$ cat config.mk
export PLATFORM = sky130hd
export DESIGN_NAME = q2rm_fifo
export DESIGN_NICKNAME = d
export VERILOG_FILES = /design/src/q2rm_pkg.sv /design/src/q2rm_fifo.sv
export SDC_FILE = /design/constraint.sdc
export NUM_CORES = 1
export LEC_CHECK = 0
export BUFFER_PORTS_ARGS = -buffer_cell sky130_fd_sc_hd__buf_4
export CAP_MARGIN = 20
export CORE_AREA = 8 8 269 271
export DETAILED_ROUTE_END_ITERATION = 16
export DIE_AREA = 0 0 277 279
export PLACE_DENSITY = 0.67
export SKIP_CTS_REPAIR_TIMING = 1
export SLEW_MARGIN = 15
export SYNTH_ARGS = -nofsm -noshare
export SYNTH_HDL_FRONTEND = slang
export SYNTH_SLANG_ARGS = --single-unit
$ cat constraint.sdc
create_clock -name clk -period 21 [get_ports clk]
set_clock_uncertainty 0.2 [all_clocks]
set_input_delay 3.15 -clock clk [delete_from_list [all_inputs] [get_ports clk]]
set_output_delay 3.15 -clock clk [all_outputs]
set_load 0.02 [all_outputs]
$ cat src/q2rm_pkg.sv
// Package for the quaternion to rotation matrix block.
// Holds the fixed payload widths and the input and result beat structs.
package q2rm_pkg;

  localparam int unsigned QW = 16;
  localparam int unsigned FB = 14;

  typedef struct packed {
    logic signed [QW-1:0] quat_w;
    logic signed [QW-1:0] quat_x;
    logic signed [QW-1:0] quat_y;
    logic signed [QW-1:0] quat_z;
  } q2rm_in_t;

  typedef struct packed {
    logic signed [QW-1:0] c0r0;
    logic signed [QW-1:0] c0r1;
    logic signed [QW-1:0] c0r2;
    logic signed [QW-1:0] c1r0;
    logic signed [QW-1:0] c1r1;
    logic signed [QW-1:0] c1r2;
    logic signed [QW-1:0] c2r0;
    logic signed [QW-1:0] c2r1;
    logic signed [QW-1:0] c2r2;
    logic                 zero_norm;
  } q2rm_out_t;

  // Numerators and norm handed from the front part to the back part.
  localparam int unsigned NW = 2*QW + 3;
  typedef struct packed {
    logic signed [NW-1:0] num0;
    logic signed [NW-1:0] num1;
    logic signed [NW-1:0] num2;
    logic signed [NW-1:0] num3;
    logic signed [NW-1:0] num4;
    logic signed [NW-1:0] num5;
    logic signed [NW-1:0] num6;
    logic signed [NW-1:0] num7;
    logic signed [NW-1:0] num8;
    logic [NW-1:0]        norm;
    logic                 zero_norm;
  } q2rm_work_t;

endpackage

$ cat src/q2rm_fifo.sv
// Two-entry queue between the front and back parts.
// Depends on q2rm_pkg.
module q2rm_fifo
  import q2rm_pkg::*;
(
  input  logic       clk,
  input  logic       rst_n,
  input  logic       wr_valid,
  output logic       wr_ready,
  input  q2rm_work_t wr_data,
  output logic       rd_valid,
  input  logic       rd_ready,
  output q2rm_work_t rd_data
);

  q2rm_work_t mem_r [2];
  logic       wp_r, rp_r;
  logic [1:0] cnt_r;
  logic       wr_en, rd_en;

  assign wr_ready = (cnt_r != 2'd2);
  assign rd_valid = (cnt_r != 2'd0);
  assign wr_en    = wr_valid && wr_ready;
  assign rd_en    = rd_valid && rd_ready;
  assign rd_data  = mem_r[rp_r];

  // Pointers and fill count.
  always_ff @(posedge clk) begin
    if (!rst_n) begin
      wp_r  <= 1'b0;
      rp_r  <= 1'b0;
      cnt_r <= 2'd0;
    end else begin
      if (wr_en) wp_r <= !wp_r;
      if (rd_en) rp_r <= !rp_r;
      cnt_r <= cnt_r + {1'b0, wr_en} - {1'b0, rd_en};
    end
    if (wr_en) mem_r[wp_r] <= wr_data;
  end

  assert property (@(posedge clk) disable iff (!rst_n) cnt_r <= 2'd2)
    else $error("queue count out of range");
  assert property (@(posedge clk) disable iff (!rst_n)
    (cnt_r == 2'd2 && !rd_en) |=> cnt_r == 2'd2)
    else $error("full queue lost an entry");
  assert property (@(posedge clk) disable iff (!rst_n)
    (cnt_r == 2'd0 && !wr_en) |=> cnt_r == 2'd0)
    else $error("empty queue gained an entry");

endmodule

==> results by group <==
Status
  – Status: completed

Synthesis
  – Post-synthesis compound-gate area fraction: 0.00163
  – Synth Area in XOR/XNOR: 0.000326
  – Synthesized area: between 20,000 and 30,000 um2
  – Post-Synthesis Net Count: roughly 1,500
  – Post-synthesis sequential area ratio: 0.790
  – Yosys top cell area share: 0.786
  – Post-synthesis simple-gate area fraction: 0.00322
  – Synth cell types: 26
  – Yosys reg bits: approximately 710
  – Post-synthesis mux area share: 0.188
  – Cells after synthesis: roughly 1,100
  – Top cells by area in the synthesized netlist: edfxtp_1, mux2_4, mux2_2
  – Area leader, netlist: edfxtp_1
  – Ys Warns: 0
  – Syn_area_per_cell: about 24 um2
  – Synth Area in Adders: 0.000466
  – Largest family of logic cells by synthesized area: multiplexers

Route
  – Routed Antenna Nets: 0
  – Vias: between 10,000 and 15,000
  – First-pass DRT Iterations: 4
  – DRT iter0 DRCs: about 780
  – Post-Route WL: roughly 66,000 um
  – DR top layer: met5
  – Metal3 WL: 7730 um
  – Length of routed met2 wiring: 32,600 um
  – DRC violations left: 0
  – Met1 wire length: 24,000 um
  – DR vias/cell: 4.70
  – Drt wl/cell: ~23 um

STA
  – Final WS setup: between 10,000 and 15,000 ps
  – Setup TNS: 0 ps
  – Slew at the pin with the worst max-slew slack: about 1300 ps
  – Max-slew violation count: 0
  – Max transition margin: 0.106
  – Fmax: between 0.15 and 0.2 GHz
  – Minimum clock period: about 6300 ps
  – RSZ-0062 raised after global routing: no
  – Final number of setup-violating endpoints: 0
  – Tcrit/Tclk final: 0.301
  – Final hold vios: 0

Worst hold path
  – Hold-critical path depth: 2
  – Worst hold path class: reg2reg
  – HP Start: rp_r

Power
  – Sw Pwr: 1.15 mW
  – Combinational power share: 0.266
  – Clock share of power: 0.310
  – Flop pwr share: 0.425
  – Power density over the cells: about 120 nW/um2
  – Leak: approximately 14 nW
  – Sw Share: 0.278
  – Internal power: 2.99 mW
  – Worst VDD drop: around 0.10 mV

Global routing
  – Grt ovf: 0
  – Vias in the first global route: 14,300
  – Number of antenna violations at the first check in global routing: 9
  – Pin count of the biggest net entering global routing: roughly 140
  – Overall Global Routing Usage: 0.163
  – First-pass GRT wire length: 94,200 um

Clocking
  – CTS max path bufs: 3
  – # clock sinks: 707
  – H-tree Lvls: 3
  – CTS buffer count: 73
  – CTS tree: done
  – Worst-Skew Late Latency: between 500 and 600 ps
  – Clk slew on worst S/H paths: 50 ps
  – Clock Tree Root: clkbuf_16

Worst setup path
  – Critical path type: reg2out
  – CP Launch Type: register
  – Reg2reg path depth: 4
  – Critical-path top delay cell: dfxtp_4
  – Critical Path AT: roughly 3000 ps
  – Crit-path cells: buf_12, mux2_4, buf_4
  – Critical path buffers and inverters: 2
  – CP delay by family, top: flip-flops
  – Setup crit end kind: output port
  – Reg2reg end: mem_r[1][161]
  – R2r startpoint: cnt_r[0]
  – Worst EP required: between 15,000 and 20,000 ps
  – R2r setup slk: 16,940 ps
  – Worst Path Max Fanout: 134
  – CP max stage delay: between 700 and 800 ps

Die
  – Die area: just under 80,000 um2
  – # rows: 96
  – Die outline width: between 200 and 300 um
  – Core Footprint: 68,000 um2
  – Die H: ~280 um
  – Initial Util: 0.395
  – I/O Pins: slightly above 700

Placed design
  – Setup WS pre-CTS: ~14,000 ps
  – HPWL after DPL: between 40,000 and 50,000 um
  – # port buffers: just over 700
  – Final RePlAce weighted congestion: 0.757

Cells and area
  – Register area: ~21,000 um2
  – Fillers: 5,416
  – Final nets: around 2,200
  – Multi-input logic area: just over 5000 um2
  – Fraction of layout cells with a size suffix above 1: 0.608
  – P&R area growth vs syn: 31.6%

Run
  – Max-cap violation count: 0
[kinds of logic (layout without fill, tap and decap cells)]
| logic type | after synthesis | after routing |
|---|---|---|
| AOI/OAI and AO/OA | 6 | 6 |
| xor gates and xnor gates | 1 | 1 |
| adders and majority gates | 1 | 1 |
| buffers and inverters | 41 | 848 |
| DFF | 707 | 707 |
| muxes | 351 | 351 |
| other | 0 | 2 |
| and+or+nand+nor | 15 | 15 |
[worst reg2reg max path, cell delays in order, from the launching register on]
cell and delay [ps]:
dfxtp_1 430, nand2b_1 220, and3_4 870, buf_4 910, buf_4 1000
[flip-flops by register name (all words and copies together), names as in the netlist, named ones only]
signal / cells
rp_r: 1
cnt_r: 2
wp_r: 1
mem_r: 702
[routing by layer]
metal	vias to the layer above	global-route usage
li1	5977	-
met1	6554	0.177
met2	572	0.274
met3	108	0.0842
met4	10	0.0536
met5	-	0
[stage by stage]
stage          hold slack (ps)  power (mW)   util  instances  cell area, um2
2_1_floorplan              272        2.53      -       1122           26800
3_3_place_gp               287        2.89  0.484       2682           32900
3_5_place_dp               292        2.90  0.484       2682           32900
4_1_cts                    309        4.19  0.519       2811           35300
5_1_grt                    375        4.29  0.519       2812           35300
6_report                   305        4.14  0.519       2813           35300
[power by group through the flow]
stage	registers, mW	clock network (mW)	logic [mW]
floorplan	1.82	0	0.709
global placement	1.78	0	1.11
detailed placement	1.79	0	1.11
CTS	1.76	1.32	1.12
global route	1.77	1.37	1.16
finish	1.76	1.28	1.10
[area by class of cell]
cell class                      instances  area share
Clock buffer                           88      0.0534
Inverter                                2    0.000425
Multi-Input combinational cell        374       0.147
Tap cell                              882      0.0313
Antenna cell                            2    0.000142
Clock inverter                         41      0.0141
Timing Repair Buffer                  717       0.153
Sequential cell                       707       0.600
[cells in the final DEF (no fill, tap or decap), drive strengths merged]
master    instances
edfxtp          702
o31a              1
o21ba             1
nand3b            1
nor4              1
nor4bb            1
and2              1
clkinv           23
a21bo             1
dfxtp             5
buf             717
or2               1
clkbuf           88
ha                1
nand2b            1
diode             2
inv               9
nor3              1
a21oi             1
mux2            351
and3              2
nand3             1
o21ai             2
nor2b             1
bufinv            8
clkinvlp          3
nor2              4
xor2              1
[worst max path at each step]
stage	endpoint	slack, ps	depth (start not counted)
2_1_floorplan	mem_r[1][0]	8870	1
3_3_place_gp	mem_r[0][246]	14170	5
3_5_place_dp	mem_r[0][176]	14110	5
4_1_cts	rd_data[91]	14690	3
5_1_grt	mem_r[0][161]	14610	5
6_report	rd_data[112]	14690	3
[Yosys cell counts]
cell type and count:
or2_2 1, nor2_1 4, nor4_1 1, buf_2 6
buf_8 12, mux2_4 290, inv_1 2, ha_1 1
buf_6 21, a21oi_1 1, dfxtp_1 5, o21ai_0 2
nor4bb_1 1, nand2b_1 1, edfxtp_1 702, and3_1 2
and2_1 1, o21ba_2 1, xor2_1 1, nor3_1 1
nand3_1 1, nor2b_1 1, nand3b_1 1, mux2_2 61
o31a_1 1, a21bo_2 1
(Power assumes the default switching activity.)
